`config.mk`:
```
export PLATFORM = sky130hd
export DESIGN_NAME = bvta_front
export DESIGN_NICKNAME = d
export VERILOG_FILES = /design/src/rtl/bvta_pkg.sv /design/src/rtl/bvta_front.sv
export SDC_FILE = /design/constraint.sdc
export NUM_CORES = 1
export LEC_CHECK = 0
export ABC_AREA = 1
export BUFFER_PORTS_ARGS = -buffer_cell sky130_fd_sc_hd__buf_2
export CAP_MARGIN = 25
export CORE_MARGIN = 2
export CORE_UTILIZATION = 50
export DETAILED_ROUTE_END_ITERATION = 10
export PLACE_DENSITY = 0.82
export SYNTH_ARGS = -nofsm -noshare
export SYNTH_HDL_FRONTEND = slang
export SYNTH_SLANG_ARGS = --single-unit
```
`constraint.sdc`:
```
create_clock -name vclk -period 2.75
set_clock_uncertainty 0.1 [all_clocks]
set_input_delay 0.4125 -clock vclk [all_inputs]
set_output_delay 0.4125 -clock vclk [all_outputs]
set_load 0.03 [all_outputs]
```
`src/rtl/bvta_pkg.sv`:
```
// Shared types, constants and the decay table for the ball tensor vote accumulator.
// Used by every module in rtl/; depends on nothing.
package bvta_pkg;

  localparam int ACC_WIDTH       = 48;
  localparam int EXP_TABLE_DEPTH = 256;
  localparam int IDX_W           = $clog2(EXP_TABLE_DEPTH);
  localparam int FIFO_DEPTH      = 2;
  localparam int CFG_IDX_W       = 3;
  localparam int NUM_ELEM        = 6;

  typedef enum logic [CFG_IDX_W-1:0] {
    CFG_SOURCE_X     = 3'd0,
    CFG_SOURCE_Y     = 3'd1,
    CFG_SOURCE_Z     = 3'd2,
    CFG_INV_SIGMA_SQ = 3'd3,
    CFG_LAMBDA_SCALE = 3'd4
  } cfg_idx_e;

  typedef struct packed {
    logic signed [31:0] point_x;
    logic signed [31:0] point_y;
    logic signed [31:0] point_z;
    logic               last_point;
  } in_t;

  typedef struct packed {
    logic signed [47:0] tensor_xx;
    logic signed [47:0] tensor_xy;
    logic signed [47:0] tensor_xz;
    logic signed [47:0] tensor_yy;
    logic signed [47:0] tensor_yz;
    logic signed [47:0] tensor_zz;
    logic               saturated;
  } out_t;

  typedef struct packed {
    logic signed [31:0] source_x;
    logic signed [31:0] source_y;
    logic signed [31:0] source_z;
    logic        [31:0] inv_sigma_sq;
    logic        [31:0] lambda_scale;
  } cfg_t;

  // One classified point: offset magnitudes and signs per axis.
  typedef struct packed {
    logic [2:0][31:0] mag;
    logic [2:0]       neg;
    logic             skip;
    logic             last;
  } entry_t;

  typedef enum logic [4:0] {
    ST_IDLE, ST_SQX, ST_SQY, ST_SQZ, ST_S2Z, ST_TLO, ST_THI, ST_TCHK,
    ST_NORM, ST_PROD, ST_NSUM, ST_DIV0, ST_DIVS, ST_VOTE1, ST_VOTE2,
    ST_VOTE3, ST_EMIT
  } back_state_e;

  // Row and column of each unique tensor element: xx xy xz yy yz zz.
  localparam logic [1:0] ELEM_ROW [NUM_ELEM] = '{2'd0, 2'd0, 2'd0, 2'd1, 2'd1, 2'd2};
  localparam logic [1:0] ELEM_COL [NUM_ELEM] = '{2'd0, 2'd1, 2'd2, 2'd1, 2'd2, 2'd2};

  typedef logic [31:0] decay_tab_t [EXP_TABLE_DEPTH];

  // exp(-16*i/DEPTH) in Q16.16, stepped in Q2.30.
  function automatic decay_tab_t build_decay_table();
    logic [63:0] h;
    logic [63:0] term;
    logic [63:0] sum;
    logic [63:0] step;
    logic [63:0] cur;
    decay_tab_t  tab;
    h    = (64'd16 << 30) / EXP_TABLE_DEPTH;
    term = 64'd1 << 30;
    sum  = 64'd1 << 30;
    for (int n = 1; n <= 14; n++) begin
      term = ((term * h) >> 30) / 64'(n);
      if (n % 2 == 1) begin
        sum = sum - term;
      end else begin
        sum = sum + term;
      end
    end
    step = sum;
    cur  = 64'd1 << 30;
    for (int i = 0; i < EXP_TABLE_DEPTH; i++) begin
      tab[i] = 32'((cur + 64'h2000) >> 14);
      cur    = (cur * step + (64'd1 << 29)) >> 30;
    end
    return tab;
  endfunction

  localparam decay_tab_t DECAY_TABLE = build_decay_table();

endpackage

```
`src/rtl/bvta_front.sv`:
```
// Front end: forms the offset from the source point and classifies each point.
// Depends on bvta_pkg.
module bvta_front (
  input  bvta_pkg::in_t    in_data_i,
  input  bvta_pkg::cfg_t   cfg_i,
  output bvta_pkg::entry_t entry_o
);
  import bvta_pkg::*;

  logic signed [32:0] d [3];
  logic signed [32:0] nd [3];

  always_comb begin
    d[0] = {in_data_i.point_x[31], in_data_i.point_x} - {cfg_i.source_x[31], cfg_i.source_x};
    d[1] = {in_data_i.point_y[31], in_data_i.point_y} - {cfg_i.source_y[31], cfg_i.source_y};
    d[2] = {in_data_i.point_z[31], in_data_i.point_z} - {cfg_i.source_z[31], cfg_i.source_z};
    for (int i = 0; i < 3; i++) begin
      nd[i]          = -d[i];
      entry_o.neg[i] = d[i][32];
      entry_o.mag[i] = d[i][32] ? nd[i][31:0] : d[i][31:0];
    end
    entry_o.skip = (d[0] == 33'sd0) && (d[1] == 33'sd0) && (d[2] == 33'sd0);
    entry_o.last = in_data_i.last_point;
  end

endmodule

```
==> results.py, run 1 <==
metrics = {
    "floorplan": {
        "die_w_um": 154,
        "row_count": 54,
        "initial_utilization_pct": 51.1,
        "die_h_um": 154,
        "ioPinCount": 358,
    },
    "placement": {
        "post-place-ws_ns": -0.923,
        "io_buffers": 292,
        "routabilityCongestion": 1.00,
        "placed_cell_area_um2": 17300,
        "dpl.hpwl_um": 39400,
    },
    "grt": {
        "grt_max_degree": 17,
    },
    "status": {
        "lastStage": "global routing",
        "tool.error": "[ERROR DPL-0038] Utilization greater than 100%, impossible to legalize",
        "outcome": "did not finish",
    },
    "synth": {
        "yosys-top-cells-area": "nand2_1, inv_1, ha_1",
        "synth_cells": 2399,
        "ys_types": 37,
        "syn_avg_cell_area_um2": 4.68,
        "synth_area_um2": 11200,
        "yosysWarningCount": 0,
        "synth_top_area_cell": "nand2_1",
        "synth_nets": 2760,
        "ys_seq_area_share_pct": 0,
        "synth_top_area_share_pct": 33.2,
    },
    "clock_network": {
        "hold_buffers": 0,
    },
    "sta": {
        "worst-ep-kind": "primary output",
        "worst_endpoint": "entry_o[93]",
    },
}
synth_stat cells (8+ instances only):
library cell	n
nor2_2	20
nor3_1	16
inv_2	18
and2_1	12
nand3b_1	23
xor2_1	50
nor2_1	255
ha_1	101
nand4_1	34
o21ai_0	20
nand2_1	993
nand2_2	42
nand3_1	169
nand3_2	9
o21ai_1	8
xnor2_1	16
inv_1	514
a21oi_1	56
kinds of logic after synthesis:
logic type               count (synthesis)  synth area share [%]
AND/OR/NAND/NOR                       1581                  59.1
AO/OA/AOI/OAI                          101                  4.94
adder cells (fa/ha/maj)                104                  11.8
buffers and inverters                  544                  18.6
XOR/XNOR                                69                  5.58
stage by stage:
stage,utilization (%),cells
2_1_floorplan,-,2399
3_3_place_gp,78.9,3368
3_5_place_dp,78.9,3368
4_1_cts,90.5,3429
timing repair:
action / 4_1_cts
setup endpoints to repair: 97
setup buffers: 69
gates resized for setup: 531
pin swaps: 177
cloned: 3
==> inputs of run 2 (changes only) <==
- CORE_UTILIZATION: 50 -> 40
- PLACE_DENSITY: 0.82 -> default
- PLACE_DENSITY_LB_ADDON: default -> 0.15
- clock period: 2.75 -> 3.6 ns (I/O delays scaled with it)
==> run 2 against run 1 <==
- the flow now finishes, with violations (setup timing)
- synthesized area unchanged
- synthesized cell count unchanged
==> results.py, run 2 <==
metrics = {
    "placement": {
        "routabilityCongestion": 0.959,
        "dp_cells": 3362,
        "dpl.hpwl_um": 35700,
        "post-place-ws_ns": -0.372,
        "placed_cell_area_um2": 15400,
        "io_buffers": 292,
    },
    "finish": {
        "area_growth_pct": 62.6,
        "final_nets": 3379,
        "register_area_um2": 0,
        "fin_cells": 3394,
        "final_util_pct": 65.9,
        "design_area_um2": 18300,
        "seq_cell_count": 0,
        "mostFrequentLayoutCells": "nand2_1, inv_1, buf_4",
        "final_common_cell": "nand2_1",
        "diodes": 0,
        "clock_buffers": 0,
        "drive_gt1_share_pct": 37.7,
    },
    "route": {
        "routed_wl_um": 43700,
        "wl_per_cell_um": 12.9,
        "first_pass_iters": 7,
        "vias": 16400,
        "via_per_inst": 4.84,
        "drtIter0Drc": 957,
        "drcViolationCount": 0,
        "ant_nets": 0,
    },
    "synth": {
        "synth_cells": 2399,
        "ys_seq_area_share_pct": 0,
        "yosysWarningCount": 0,
        "syn_avg_cell_area_um2": 4.68,
        "synth_area_um2": 11200,
        "synth_nets": 2760,
        "synth_top_area_cell": "nand2_1",
        "yosys-top-cells-area": "nand2_1, inv_1, ha_1",
        "yosys-top-cells-count": "nand2_1, inv_1, nor2_1",
        "synth_top_area_share_pct": 33.2,
        "synth_most_common_cell": "nand2_1",
        "ys_types": 37,
    },
    "sta": {
        "setup_viol": 26,
        "worst_pin_slew_ns": 0.419,
        "rsz0062_at_grt": "true",
        "maxSlewViolCount": 0,
        "fmax_ghz": 0.270,
        "setup_ws_ns": -0.107,
        "period_share_pct": 103,
        "hold_viol": 0,
        "finalSetupTns_ns": -1.52,
        "maxSlewHeadroom_pct": 71.9,
        "fin_crit_ns": 3.71,
    },
    "flow_run": {
        "max-cap-violations": 0,
    },
    "floorplan": {
        "die_area_um2": 29400,
        "ioPinCount": 358,
        "initial_utilization_pct": 40.5,
        "coreArea_um2": 27700,
        "die_h_um": 172,
        "die_w_um": 172,
        "row_count": 61,
    },
    "critical_path": {
        "path_class": "in -> out",
        "cp.required_ns": 2.96,
        "critPathBufInv": 6,
        "cpMostUsedCell": "buf_6",
        "cp_slowest_cell": "fa_2",
        "end_kind": "primary output",
        "cp_cell_sequence": "buf_6 -> inv_4 -> ha_4 -> fa_2 -> ha_4 -> inv_2 -> nor2_2 -> nand3_2 -> nor2_4 -> nand3_2 -> nor2_4 -> nand2_2 -> nor3_4 -> buf_6 -> nand3_4 -> nand2_4 -> buf_6 -> nand3b_1 -> nand2_1 -> buf_6",
        "cp_max_fo": 3,
        "arrival_ns": 3.07,
        "cpPeakStageDelay_ns": 0.55,
        "startpoint_type": "primary input",
        "crit_family": "simple AND/OR/NAND/NOR gates",
    },
    "worst_hold_path": {
        "holdCritPathClass": "in -> out",
    },
    "power_and_ir_drop": {
        "power.density_nw_per_um2": 287,
        "ir_worst_vdd_mv": 0.224,
        "p_leak_nw": 10.8,
    },
    "grt": {
        "antenna_found_initial": 0,
        "grtUsageTotal_pct": 26.9,
        "grt_pass1_vias": 14700,
        "grt_overflow": 0,
        "grt_pass1_wl_um": 65300,
        "grt_max_degree": 15,
    },
    "status": {
        "outcome": "complete, but fails checks",
        "violations": "setup timing",
    },
    "clock_network": {
        "hold_buffers": 0,
    },
}
## run 2: cell counts after synthesis
No cell type changed its count.
## run 2: layout make-up
cell class	instances	area (µm²)
multi-input cells	1855	11300
fillers	2613	9450
repair buffers	627	4460
inverters	534	2020
well taps	378	473
## run 2: through the flow
step	hold slack (ns)	power (mW)
3_3_place_gp	0.980	4.16
6_report	0.980	5.24
4_1_cts	0.980	4.60
2_1_floorplan	1.11	2.60
5_1_grt	0.980	5.63
3_5_place_dp	0.980	4.21
## run 2: path summary, 6_finish.rpt
kind	start	endpoint	cells after the start
setup / recovery	in_data_i[33]	entry_o[67]	20
hold / removal	in_data_i[0]	entry_o[0]	0
## run 2: repair_timing
item / 4_1_cts / 5_1_grt
cloned: 1 / 1
endpoints found under the setup margin: 93 / 94
resized for setup: 236 / 449
pin swaps: 74 / 159
setup buffers: 13 / 17
## run 2: report_power, final
part           leakage [nW]  switching (mW)  internal [mW]
Sequential                0               0              0
Clock                     0               0              0
Combinational          10.8            3.15           2.09
Total                  10.8            3.15           2.09
## run 2: cells by family after synthesis
logic type,count (synthesis),synth area share [%]
fa+ha+maj,104,11.8
compound gates,101,4.94
xor+xnor,69,5.58
simple gates,1581,59.1
buf+inv,544,18.6
## run 2: layer usage
metal,vias to the layer above,track usage [%],routed length [µm]
met1,7329,34.4,18500
met5,-,0,0
met2,577,48.5,21100
met4,0,7.77,1520
met3,99,1.45,2650
li1,8420,-,-
Note: power is estimated with default switching activity, not from simulation.
