$ cat src/rtl/bvta_pkg.sv
// Shared types, constants and the decay table for the ball tensor vote accumulator.
// Used by every module in rtl/; depends on nothing.
package bvta_pkg;

  localparam int ACC_WIDTH       = 48;
  localparam int EXP_TABLE_DEPTH = 256;
  localparam int IDX_W           = $clog2(EXP_TABLE_DEPTH);
  localparam int FIFO_DEPTH      = 2;
  localparam int CFG_IDX_W       = 3;
  localparam int NUM_ELEM        = 6;

  typedef enum logic [CFG_IDX_W-1:0] {
    CFG_SOURCE_X     = 3'd0,
    CFG_SOURCE_Y     = 3'd1,
    CFG_SOURCE_Z     = 3'd2,
    CFG_INV_SIGMA_SQ = 3'd3,
    CFG_LAMBDA_SCALE = 3'd4
  } cfg_idx_e;

  typedef struct packed {
    logic signed [31:0] point_x;
    logic signed [31:0] point_y;
    logic signed [31:0] point_z;
    logic               last_point;
  } in_t;

  typedef struct packed {
    logic signed [47:0] tensor_xx;
    logic signed [47:0] tensor_xy;
    logic signed [47:0] tensor_xz;
    logic signed [47:0] tensor_yy;
    logic signed [47:0] tensor_yz;
    logic signed [47:0] tensor_zz;
    logic               saturated;
  } out_t;

  typedef struct packed {
    logic signed [31:0] source_x;
    logic signed [31:0] source_y;
    logic signed [31:0] source_z;
    logic        [31:0] inv_sigma_sq;
    logic        [31:0] lambda_scale;
  } cfg_t;

  // One classified point: offset magnitudes and signs per axis.
  typedef struct packed {
    logic [2:0][31:0] mag;
    logic [2:0]       neg;
    logic             skip;
    logic             last;
  } entry_t;

  typedef enum logic [4:0] {
    ST_IDLE, ST_SQX, ST_SQY, ST_SQZ, ST_S2Z, ST_TLO, ST_THI, ST_TCHK,
    ST_NORM, ST_PROD, ST_NSUM, ST_DIV0, ST_DIVS, ST_VOTE1, ST_VOTE2,
    ST_VOTE3, ST_EMIT
  } back_state_e;

  // Row and column of each unique tensor element: xx xy xz yy yz zz.
  localparam logic [1:0] ELEM_ROW [NUM_ELEM] = '{2'd0, 2'd0, 2'd0, 2'd1, 2'd1, 2'd2};
  localparam logic [1:0] ELEM_COL [NUM_ELEM] = '{2'd0, 2'd1, 2'd2, 2'd1, 2'd2, 2'd2};

  typedef logic [31:0] decay_tab_t [EXP_TABLE_DEPTH];

  // exp(-16*i/DEPTH) in Q16.16, stepped in Q2.30.
  function automatic decay_tab_t build_decay_table();
    logic [63:0] h;
    logic [63:0] term;
    logic [63:0] sum;
    logic [63:0] step;
    logic [63:0] cur;
    decay_tab_t  tab;
    h    = (64'd16 << 30) / EXP_TABLE_DEPTH;
    term = 64'd1 << 30;
    sum  = 64'd1 << 30;
    for (int n = 1; n <= 14; n++) begin
      term = ((term * h) >> 30) / 64'(n);
      if (n % 2 == 1) begin
        sum = sum - term;
      end else begin
        sum = sum + term;
      end
    end
    step = sum;
    cur  = 64'd1 << 30;
    for (int i = 0; i < EXP_TABLE_DEPTH; i++) begin
      tab[i] = 32'((cur + 64'h2000) >> 14);
      cur    = (cur * step + (64'd1 << 29)) >> 30;
    end
    return tab;
  endfunction

  localparam decay_tab_t DECAY_TABLE = build_decay_table();

endpackage

$ cat src/rtl/bvta_fifo.sv
// Short queue of classified points between the front end and the vote engine.
// Depends on bvta_pkg.
module bvta_fifo (
  input  logic                                 clk_i,
  input  logic                                 rst_ni,
  input  logic                                 push_i,
  input  bvta_pkg::entry_t                     wdata_i,
  input  logic                                 pop_i,
  output bvta_pkg::entry_t                     rdata_o,
  output logic                                 full_o,
  output logic                                 empty_o,
  output logic [$clog2(bvta_pkg::FIFO_DEPTH+1)-1:0] count_o
);
  import bvta_pkg::*;

  localparam int PTR_W = (FIFO_DEPTH > 1) ? $clog2(FIFO_DEPTH) : 1;
  localparam int CNT_W = $clog2(FIFO_DEPTH + 1);

  entry_t             mem_q [FIFO_DEPTH];
  logic [PTR_W-1:0]   wr_ptr_q, rd_ptr_q;
  logic [CNT_W-1:0]   cnt_q;

  assign full_o  = (cnt_q == CNT_W'(FIFO_DEPTH));
  assign empty_o = (cnt_q == '0);
  assign rdata_o = mem_q[rd_ptr_q];
  assign count_o = cnt_q;

  always_ff @(posedge clk_i or negedge rst_ni) begin
    if (!rst_ni) begin
      wr_ptr_q <= '0;
      rd_ptr_q <= '0;
      cnt_q    <= '0;
    end else begin
      if (push_i) begin
        wr_ptr_q <= (wr_ptr_q == PTR_W'(FIFO_DEPTH - 1)) ? '0 : wr_ptr_q + PTR_W'(1);
      end
      if (pop_i) begin
        rd_ptr_q <= (rd_ptr_q == PTR_W'(FIFO_DEPTH - 1)) ? '0 : rd_ptr_q + PTR_W'(1);
      end
      if (push_i && !pop_i) begin
        cnt_q <= cnt_q + CNT_W'(1);
      end else if (pop_i && !push_i) begin
        cnt_q <= cnt_q - CNT_W'(1);
      end
    end
  end

  always_ff @(posedge clk_i) begin
    if (push_i) begin
      mem_q[wr_ptr_q] <= wdata_i;
    end
  end

endmodule

$ cat config.mk
export PLATFORM = sky130hd
export DESIGN_NAME = bvta_fifo
export DESIGN_NICKNAME = d
export VERILOG_FILES = /design/src/rtl/bvta_pkg.sv /design/src/rtl/bvta_fifo.sv
export SDC_FILE = /design/constraint.sdc
export NUM_CORES = 1
export LEC_CHECK = 0
export CAP_MARGIN = 30
export CELL_PAD_IN_SITES_DETAIL_PLACEMENT = 1
export CELL_PAD_IN_SITES_GLOBAL_PLACEMENT = 1
export CORE_ASPECT_RATIO = 0.9
export CORE_MARGIN = 1
export CORE_UTILIZATION = 55
export DETAILED_ROUTE_END_ITERATION = 8
export DONT_BUFFER_PORTS = 1
export GPL_TIMING_DRIVEN = 1
export PLACE_DENSITY = 0.86
export SYNTH_ARGS = -nofsm -noshare
export SYNTH_HDL_FRONTEND = slang
export SYNTH_SLANG_ARGS = --single-unit
$ cat constraint.sdc
create_clock -name clk_i -period 10 [get_ports clk_i]
set_input_delay 3 -clock clk_i [delete_from_list [all_inputs] [get_ports clk_i]]
set_output_delay 3 -clock clk_i [all_outputs]
set_load 0.05 [all_outputs]
# Yosys cells after proc, flatten, opt, wreduce, memory -nomap -nowiden
# Memory sizes are Yosys's and may differ from the RTL's.
# Index checks and enable logic that the tools add are counted.
[totals]
reg_bits = 4
mem_bits_rw = 202
mem_count = 1
[mem_list]
columns = ["memory", "depth", "word_bits", "read_ports", "rd_ports_with_merged_regs", "wr", "line_no", "source"]
rows = [
  ["mem_q", 2, 101, 1, 0, 1, "bvta_fifo.sv:19", "entry_t mem_q [FIFO_DEPTH];"],
]
[op_classes]
addsub = 4
n_eq_ne = 1
mux = 6
reduce_logical = 6
[ops]
columns = ["operator", "count"]
rows = [
  ["1-bit two-way mux", 4],
  ["2-bit two-way mux", 2],
  ["1-bit adder (second input constant)", 2],
  ["2-bit by 1-bit adder with 2-bit output (second input constant)", 1],
  ["2-bit == test (second input constant)", 1],
  ["1-bit logical AND", 2],
  ["1-bit logical NOT", 2],
  ["2-bit logical NOT", 1],
  ["2-bit nonzero test", 1],
  ["2-bit by 1-bit subtractor with 2-bit output (second input constant)", 1],
]

# Longest topological paths before layout
# Gate-level depths: netlist of the first run.
[depth]
word_depth = 4
mapped_depth = 5

# Least setup slack after synthesis of the first run
# No wires, ideal clock.
[synth_path]
path_type = "input -> register"
from = "input push_i"
to = "memory mem_q[0][0] in the netlist's numbering (enable)"
setup_ns = 0.574
arrival_ns = 7.395
required_ns = 9.426
slack_ns = 2.031
cell_stages = 1
n_path_buf = 0
path_cell_list = "nor2b_1"
[synth_between]
elab_chain_cells = 2
[synth_lines]
columns = ["element", "line_no", "source"]
rows = [
  ["start, declared", "bvta_fifo.sv:6", "input logic push_i,"],
  ["1-bit two-way mux", "bvta_fifo.sv:49", "if (push_i) begin"],
  ["1-bit two-way mux (not written as such)", "bvta_fifo.sv:50", "mem_q[wr_ptr_q] <= wdata_i;"],
  ["end, declared", "bvta_fifo.sv:19", ""],
]
# No other way between the ends.

==> results of run 1 <==
==> power by group through the flow <==
stage / combinational (mW) / clock (mW) / sequential (mW)
2_1_floorplan: 1.16 / 0 / 1.23
3_3_place_gp: 1.18 / 0 / 1.27
3_5_place_dp: 1.19 / 0 / 1.29
4_1_cts: 1.20 / 0.713 / 1.27
5_1_grt: 1.22 / 0.742 / 1.28
6_report: 1.18 / 0.695 / 1.27
==> cell usage in the layout (no fill, tap or decap) <==
cell / count
and2_4: 1
buf_12: 1
buf_4: 3
bufinv_16: 1
clkbuf_1: 6
clkbuf_16: 21
clkinv_1: 6
clkinv_2: 2
dfrtp_1: 3
dfrtp_4: 1
edfxtp_1: 202
ha_1: 1
inv_1: 1
mux2_2: 21
mux2_4: 80
nor2_1: 2
nor2b_1: 1
nor2b_4: 1
xnor2_1: 1
xor2_1: 4
==> state kept, by name, indices dropped and copies added, names as in the netlist <==
signal	flops
mem_q	202
wr_ptr_q	1
count_o	2
rd_ptr_q	1
==> worst register-to-register path, delay by kind of cell (launching register included) <==
| family | cells | cell delay [ps] |
|---|---|---|
| flops | 1 | 430 |
| buf+inv | 1 | 780 |
| simple gates | 1 | 530 |
==> worst paths after layout <==
check	start	end	slack, ps
max	rd_ptr_q	rdata_o[88]	4050
min	wr_ptr_q	wr_ptr_q	560
max reg2reg	wr_ptr_q	mem_q[1][98]	7830
min reg2reg	wr_ptr_q	wr_ptr_q	560
max in group asynchronous	rst_ni	rd_ptr_q	7710
min in group asynchronous	rst_ni	count_o[1]	2220
==> cell type report <==
cell class	count	area [sq um]	share of cell area [%]
Timing Repair Buffer	4	42.54	0.4950
Tap cell	189	236.5	2.752
Sequential cell	206	6170	71.80
Inverter	1	3.754	0.04368
Clock buffer	27	548.0	6.377
Clock inverter	9	62.56	0.7280
Multi-Input combinational cell	112	1530	17.81
==> per-stage QoR <==
| stage | worst slack [ps] | util [%] | instances | power [mW] | hold WS (ps) |
|---|---|---|---|---|---|
| floorplan | 2031 | - | 330 | 2.393 | 455.5 |
| global placement | 4557 | 58.49 | 511 | 2.447 | 528.6 |
| detailed placement | 4512 | 58.64 | 512 | 2.482 | 558.5 |
| CTS | 3999 | 63.13 | 548 | 3.180 | 567.9 |
| global route | 3932 | 63.13 | 548 | 3.243 | 622.1 |
| finish | 4055 | 63.13 | 548 | 3.143 | 562.2 |
==> layer usage <==
metal | share of wire [%] | wire length, um
met5 | 0 | 0
met4 | 1.5 | 210
met3 | 13 | 1736
met2 | 50 | 6836
met1 | 35 | 4769
==> cells by family (layout without fill, tap and decap cells) <==
kind of cell / Yosys count / in the layout / share of synthesized area, %
xor+xnor: 5 / 5 / 0.5616
fa+ha+maj: 1 / 1 / 0.1604
buf+inv: 12 / 41 / 1.428
flops: 206 / 206 / 79.08
mux: 101 / 101 / 18.44
simple gates: 5 / 5 / 0.3370
==> impl_metrics.csv, run 1 <==
group,metric,value,unit
sta,skew,5.215,ps
placed_design,gp_congestion,0.7188,
status,outcome,"finished clean",
die,initial_core_util,57.28,%
clock_tree,cts_sinks,206,
logic_synthesis,synth_largest_area_cell,"edfxtp_1",
die,rows,40,
logic_synthesis,seq_area_frac_synth,79.08,%
power_and_ir_drop,power.leakage,3.053,nW
logic_synthesis,syn_inst,330,
logic_synthesis,synth_top_area_share,77.79,%
placed_design,port_buffers,0,
worst_setup_path,worstRegToRegCells,2,
global_routing,met3_usage,9.586,%
sta,finalCritPeriodShare,59.45,%
sta,rsz0062_at_grt,"no",
global_routing,grt_pass1_vias,3315,
finish,layout.nets,452,
finish,design_area,8593,sq um
drt,via_count,3042,
worst_setup_path,critical-path-top-delay-family,"flip-flops",
die,ios,210,
worst_setup_path,critical_path.cell_chain,"buf_4 > mux2_2",
die,dieArea,14660,sq um
clock_tree,clk_path_buf_depth,3,
logic_synthesis,synth_edf_count,202,
power_and_ir_drop,powerDensity,365.8,nW/um^2
global_routing,grt_overflow,0,
worst_setup_path,cp-end-kind,"primary output",
die,die_h,115.0,um
clock_tree,cts_root_buffer,"clkbuf_16",
logic_synthesis,ys_warn_count,0,
clock_tree,clock_latency,470,ps
worst_setup_path,worst_ep_required_time,7000,ps
placed_design,hpwl,8912,um
drt,drc,0,
worst_setup_path,critPathKind,"flop to primary output",
worst_hold_path,hold_path.class,"flop to flop",
worst_setup_path,cp.arrival,2950,ps
sta,slew_headroom,37.34,%
finish,antennaDiodeCount,0,
logic_synthesis,syn-num-nets,436,
sta,period_needed,5945,ps
placed_design,placed_cell_area,7983,sq um
sta,finalMaxSlewViolations,0,
logic_synthesis,syn_area,7797,sq um
sta,tightest_slew,938.0,ps
finish,drive_gt1_share,36.77,%
worst_setup_path,cp.buffers_inverters,1,
drt,drt_iter0_markers,172,
logic_synthesis,ys_seq_elements,206,
global_routing,grt_antenna_before_repair,0,
clock_tree,postCtsHoldBufs,0,
logic_synthesis,yosys-top-cells-count,"202 x edfxtp_1, 80 x mux2_4, 21 x mux2_2",
power_and_ir_drop,swShare,40.22,%
logic_synthesis,ys_top_cells_by_area,"edfxtp_1 78%, mux2_4 15%, mux2_2 3.0%",
power_and_ir_drop,p_clk_share,22.1,%
finish,nFillCells,1073,
logic_synthesis,synthDistinctLibCells,14,
logic_synthesis,synthFlopType,"edfxtp_1",
worst_hold_path,holdPathStages,1,
global_routing,grt_max_degree,64,
global_routing,grt_util_all_layers,18.17,%
global_routing,met1_usage,19.12,%
logic_synthesis,synthArstFlopShare,1.942,%
power_and_ir_drop,p_comb_share,37.6,%
worst_setup_path,startpoint_type,"flop",
run,max_cap_viol_count,0,
power_and_ir_drop,power_frac_seq,40.2,%
sta,finalSetupViolations,0,
finish,area_delta_synth_final,10.21,%
sta,fin_setup_tns,0,ps
logic_synthesis,yosysMostFrequentCell,"edfxtp_1",
global_routing,grt_busiest_layer,"met2",
sta,max_clock_freq,168.2,MHz
global_routing,grt_pass1_wl,19500,um
drt,vias_per_cell,5.551,
die,die_w,127.5,um
power_and_ir_drop,intPower,1.879,mW
global_routing,met2_usage,32.13,%
worst_setup_path,cp_num_cells,2,
power_and_ir_drop,ir_drop,0.2759,mV
clock_tree,cts_setup_buffers,0,
drt,firstDrtPassIters,4,
drt,routed_wl,13550,um
logic_synthesis,syn_avg_cell_area,23.63,sq um
worst_setup_path,critPathMaxFanout,52,
drt,wl_per_cell,24.73,um
sta,hold_viol_final,0,
clock_tree,tritoncts,"yes",
drt,antenna_left,0,
clock_tree,cts-resized-gates,0,
worst_setup_path,slowest_delay,980,ps
clock_tree,cts_buffers,21,
worst_setup_path,slowest_stage,"dfrtp_4",
power_and_ir_drop,p_switching,1.264,mW
clock_tree,clk_pin_slew,60,ps
clock_tree,htree_levels,1,
die,core,13610,sq um
No activity file was read; power rests on OpenSTA's default activity.
==> inputs of run 2 (changes only) <==
Settings changed: ABC_AREA set to 1, CORE_UTILIZATION 55 to 48, PLACE_DENSITY 0.86 to 0.8.
Clock period 10 ns to 4.9 ns, I/O delays scaled along.
==> impl_metrics.csv, run 2 <==
group,metric,value,unit
worst_setup_path,rr_endpoint,"mem_q[1][34]",
sta,slew_headroom,39.35,%
worst_hold_path,min_to,"wr_ptr_q",
clock_tree,tritoncts,"yes",
sta,max_clock_freq,266.8,MHz
logic_synthesis,syn_inst,339,
worst_hold_path,min_from,"wr_ptr_q",
drt,firstDrtPassIters,4,
sta,finalMaxSlewViolations,0,
sta,finalSetupViolations,0,
power_and_ir_drop,p_switching,2.628,mW
logic_synthesis,ys_warn_count,0,
drt,via_count,3072,
finish,largest_register_ffs,202,
clock_tree,clk_pin_slew,60,ps
worst_setup_path,critical-path-top-delay-family,"flip-flops",
drt,met3WireLength,2115,um
placed_design,port_buffers,0,
clock_tree,cts_sinks,206,
drt,routed_wl,13230,um
power_and_ir_drop,swShare,40.14,%
finish,nFillCells,1311,
die,ios,210,
die,core,15660,sq um
power_and_ir_drop,p_comb_share,37.5,%
clock_tree,clk_path_buf_depth,3,
logic_synthesis,yosys-top-cells-count,"202 x edfxtp_1, 80 x mux2_4, 21 x mux2_2",
logic_synthesis,synth_edf_count,202,
die,die_w,136.5,um
worst_setup_path,critPathKind,"flop to primary output",
placed_design,hpwl,8744,um
clock_tree,postCtsHoldBufs,0,
worst_setup_path,cp-end-kind,"primary output",
drt,wl_per_cell,22.97,um
clock_tree,cts_buffers,22,
global_routing,grt_pass1_vias,3255,
power_and_ir_drop,ir_drop,0.5206,mV
drt,drt_iter0_markers,138,
sta,hold_viol_final,0,
worst_setup_path,critPathMaxFanout,44,
finish,area_delta_synth_final,11.76,%
drt,antenna_left,0,
logic_synthesis,yosysMostFrequentCell,"edfxtp_1",
power_and_ir_drop,p_clk_share,23.5,%
worst_setup_path,worstRegToRegCells,3,
drt,vias_per_cell,5.333,
clock_tree,clock_latency,490,ps
run,max_cap_viol_count,0,
worst_setup_path,slowest_delay,880,ps
sta,finalCritPeriodShare,76.49,%
die,dieArea,16800,sq um
finish,antennaDiodeCount,0,
global_routing,grt_max_degree,83,
worst_setup_path,cp.buffers_inverters,1,
global_routing,grt_antenna_before_repair,0,
clock_tree,cts_root_buffer,"clkbuf_16",
die,die_h,123.1,um
drt,dr.max_layer_used,"met4",
worst_setup_path,r2r_slack,2930,ps
sta,fin_setup_tns,0,ps
finish,drive_gt1_share,37.43,%
global_routing,grt_util_all_layers,15.14,%
sta,skew,4.594,ps
worst_setup_path,critical_path.cell_chain,"buf_4 > mux2_4",
finish,design_area,8737,sq um
drt,dr_wl_met2,6124,um
die,rows,43,
drt,drc,0,
logic_synthesis,synth_largest_area_cell,"edfxtp_1",
sta,holdWs,548.7,ps
placed_design,placed_cell_area,8046,sq um
worst_setup_path,r2r-start,"wr_ptr_q",
logic_synthesis,synthArstFlopShare,1.942,%
drt,wl_met1,4691,um
finish,layout.nets,464,
logic_synthesis,syn_avg_cell_area,23.06,sq um
logic_synthesis,ys_top_cells_by_area,"edfxtp_1 78%, mux2_4 15%, mux2_2 3.0%",
logic_synthesis,ys_seq_elements,206,
logic_synthesis,synth_top_area_share,77.59,%
worst_setup_path,startpoint_type,"flop",
power_and_ir_drop,power.leakage,3.116,nW
clock_tree,cts-resized-gates,0,
worst_hold_path,holdPathStages,1,
clock_tree,cts_setup_buffers,0,
finish,utilization,55.81,%
finish,final_cell_mix,"202 x edfxtp_1, 80 x mux2_4, 23 x clkbuf_16, 21 x mux2_2, 6 x inv_1",
clock_tree,htree_levels,1,
worst_hold_path,hold_path.class,"flop to flop",
logic_synthesis,synthFlopType,"edfxtp_1",
sta,rsz0062_at_grt,"no",
logic_synthesis,syn-num-nets,445,
power_and_ir_drop,power_frac_seq,39.0,%
status,outcome,"finished clean",
die,initial_core_util,49.93,%
power_and_ir_drop,intPower,3.920,mW
global_routing,grt_pass1_wl,18620,um
worst_setup_path,slowest_stage,"dfrtp_4",
logic_synthesis,syn_area,7817,sq um
worst_setup_path,cp.arrival,2280,ps
sta,tightest_slew,906.4,ps
finish,regMostFlops,"mem_q",
logic_synthesis,seq_area_frac_synth,78.87,%
sta,period_needed,3748,ps
logic_synthesis,synthDistinctLibCells,15,
placed_design,gp_congestion,0.7206,
global_routing,grt_overflow,0,
worst_setup_path,worst_ep_required_time,3430,ps
power_and_ir_drop,powerDensity,749.5,nW/um^2
finish,layout_commonest_cell,"edfxtp_1",
[run 2: worst reg2reg max path: stages, from the launching register on]
cell     delay, ps
dfrtp_1        420
nand2_1        120
inv_4          660
buf_4          450
[run 2: kinds of logic after synthesis]
| group | after synthesis | synth area share [%] |
|---|---|---|
| xor+xnor | 3 | 0.3362 |
| fa+ha+maj | 1 | 0.1600 |
| buf+inv | 18 | 1.713 |
| flops | 206 | 78.87 |
| mux | 101 | 18.39 |
| simple gates | 10 | 0.5282 |
[run 2: layout make-up]
class,instances,area [sq um],share of cell area (%)
Clock buffer,28,594.3,6.802
Clock inverter,12,96.34,1.103
Inverter,7,28.78,0.3294
Multi-Input combinational cell,115,1525,17.46
Sequential cell,206,6170,70.61
Tap cell,202,252.7,2.893
Timing Repair Buffer,6,70.07,0.8019
[run 2: stage by stage]
| step | instances | worst slack [ps] | power [mW] |
|---|---|---|---|
| after detailed placement | 536 | 1600 | 5.072 |
| after global placement | 536 | 1630 | 5.027 |
| after CTS | 576 | 1082 | 6.631 |
| final | 576 | 1152 | 6.548 |
| after floorplan | 339 | 354.9 | 4.870 |
| after global routing | 576 | 1032 | 6.766 |
[run 2: power groups by stage]
stage	Clock [mW]	Sequential [mW]	Combinational, mW
3_5_place_dp	0	2.60	2.47
6_report	1.54	2.56	2.45
4_1_cts	1.58	2.57	2.48
2_1_floorplan	0	2.50	2.37
3_3_place_gp	0	2.57	2.45
5_1_grt	1.64	2.59	2.54
[run 2: layer usage]
metal	GRT usage, %	vias up
li1	-	1371
met1	16.45	1498
met2	24.18	180
met3	9.553	23
met4	5.000	0
met5	0	-
[run 2: worst max-delay path by stage]
stage | startpoint | end | slack [ps] | cells past startpoint
after floorplan | push_i | mem_q[0][0] | 350 | 2
after global placement | rd_ptr_q | rdata_o[24] | 1630 | 2
after detailed placement | rd_ptr_q | rdata_o[28] | 1600 | 2
after CTS | rd_ptr_q | rdata_o[28] | 1080 | 2
after global routing | rd_ptr_q | rdata_o[30] | 1030 | 2
final | rd_ptr_q | rdata_o[30] | 1150 | 2
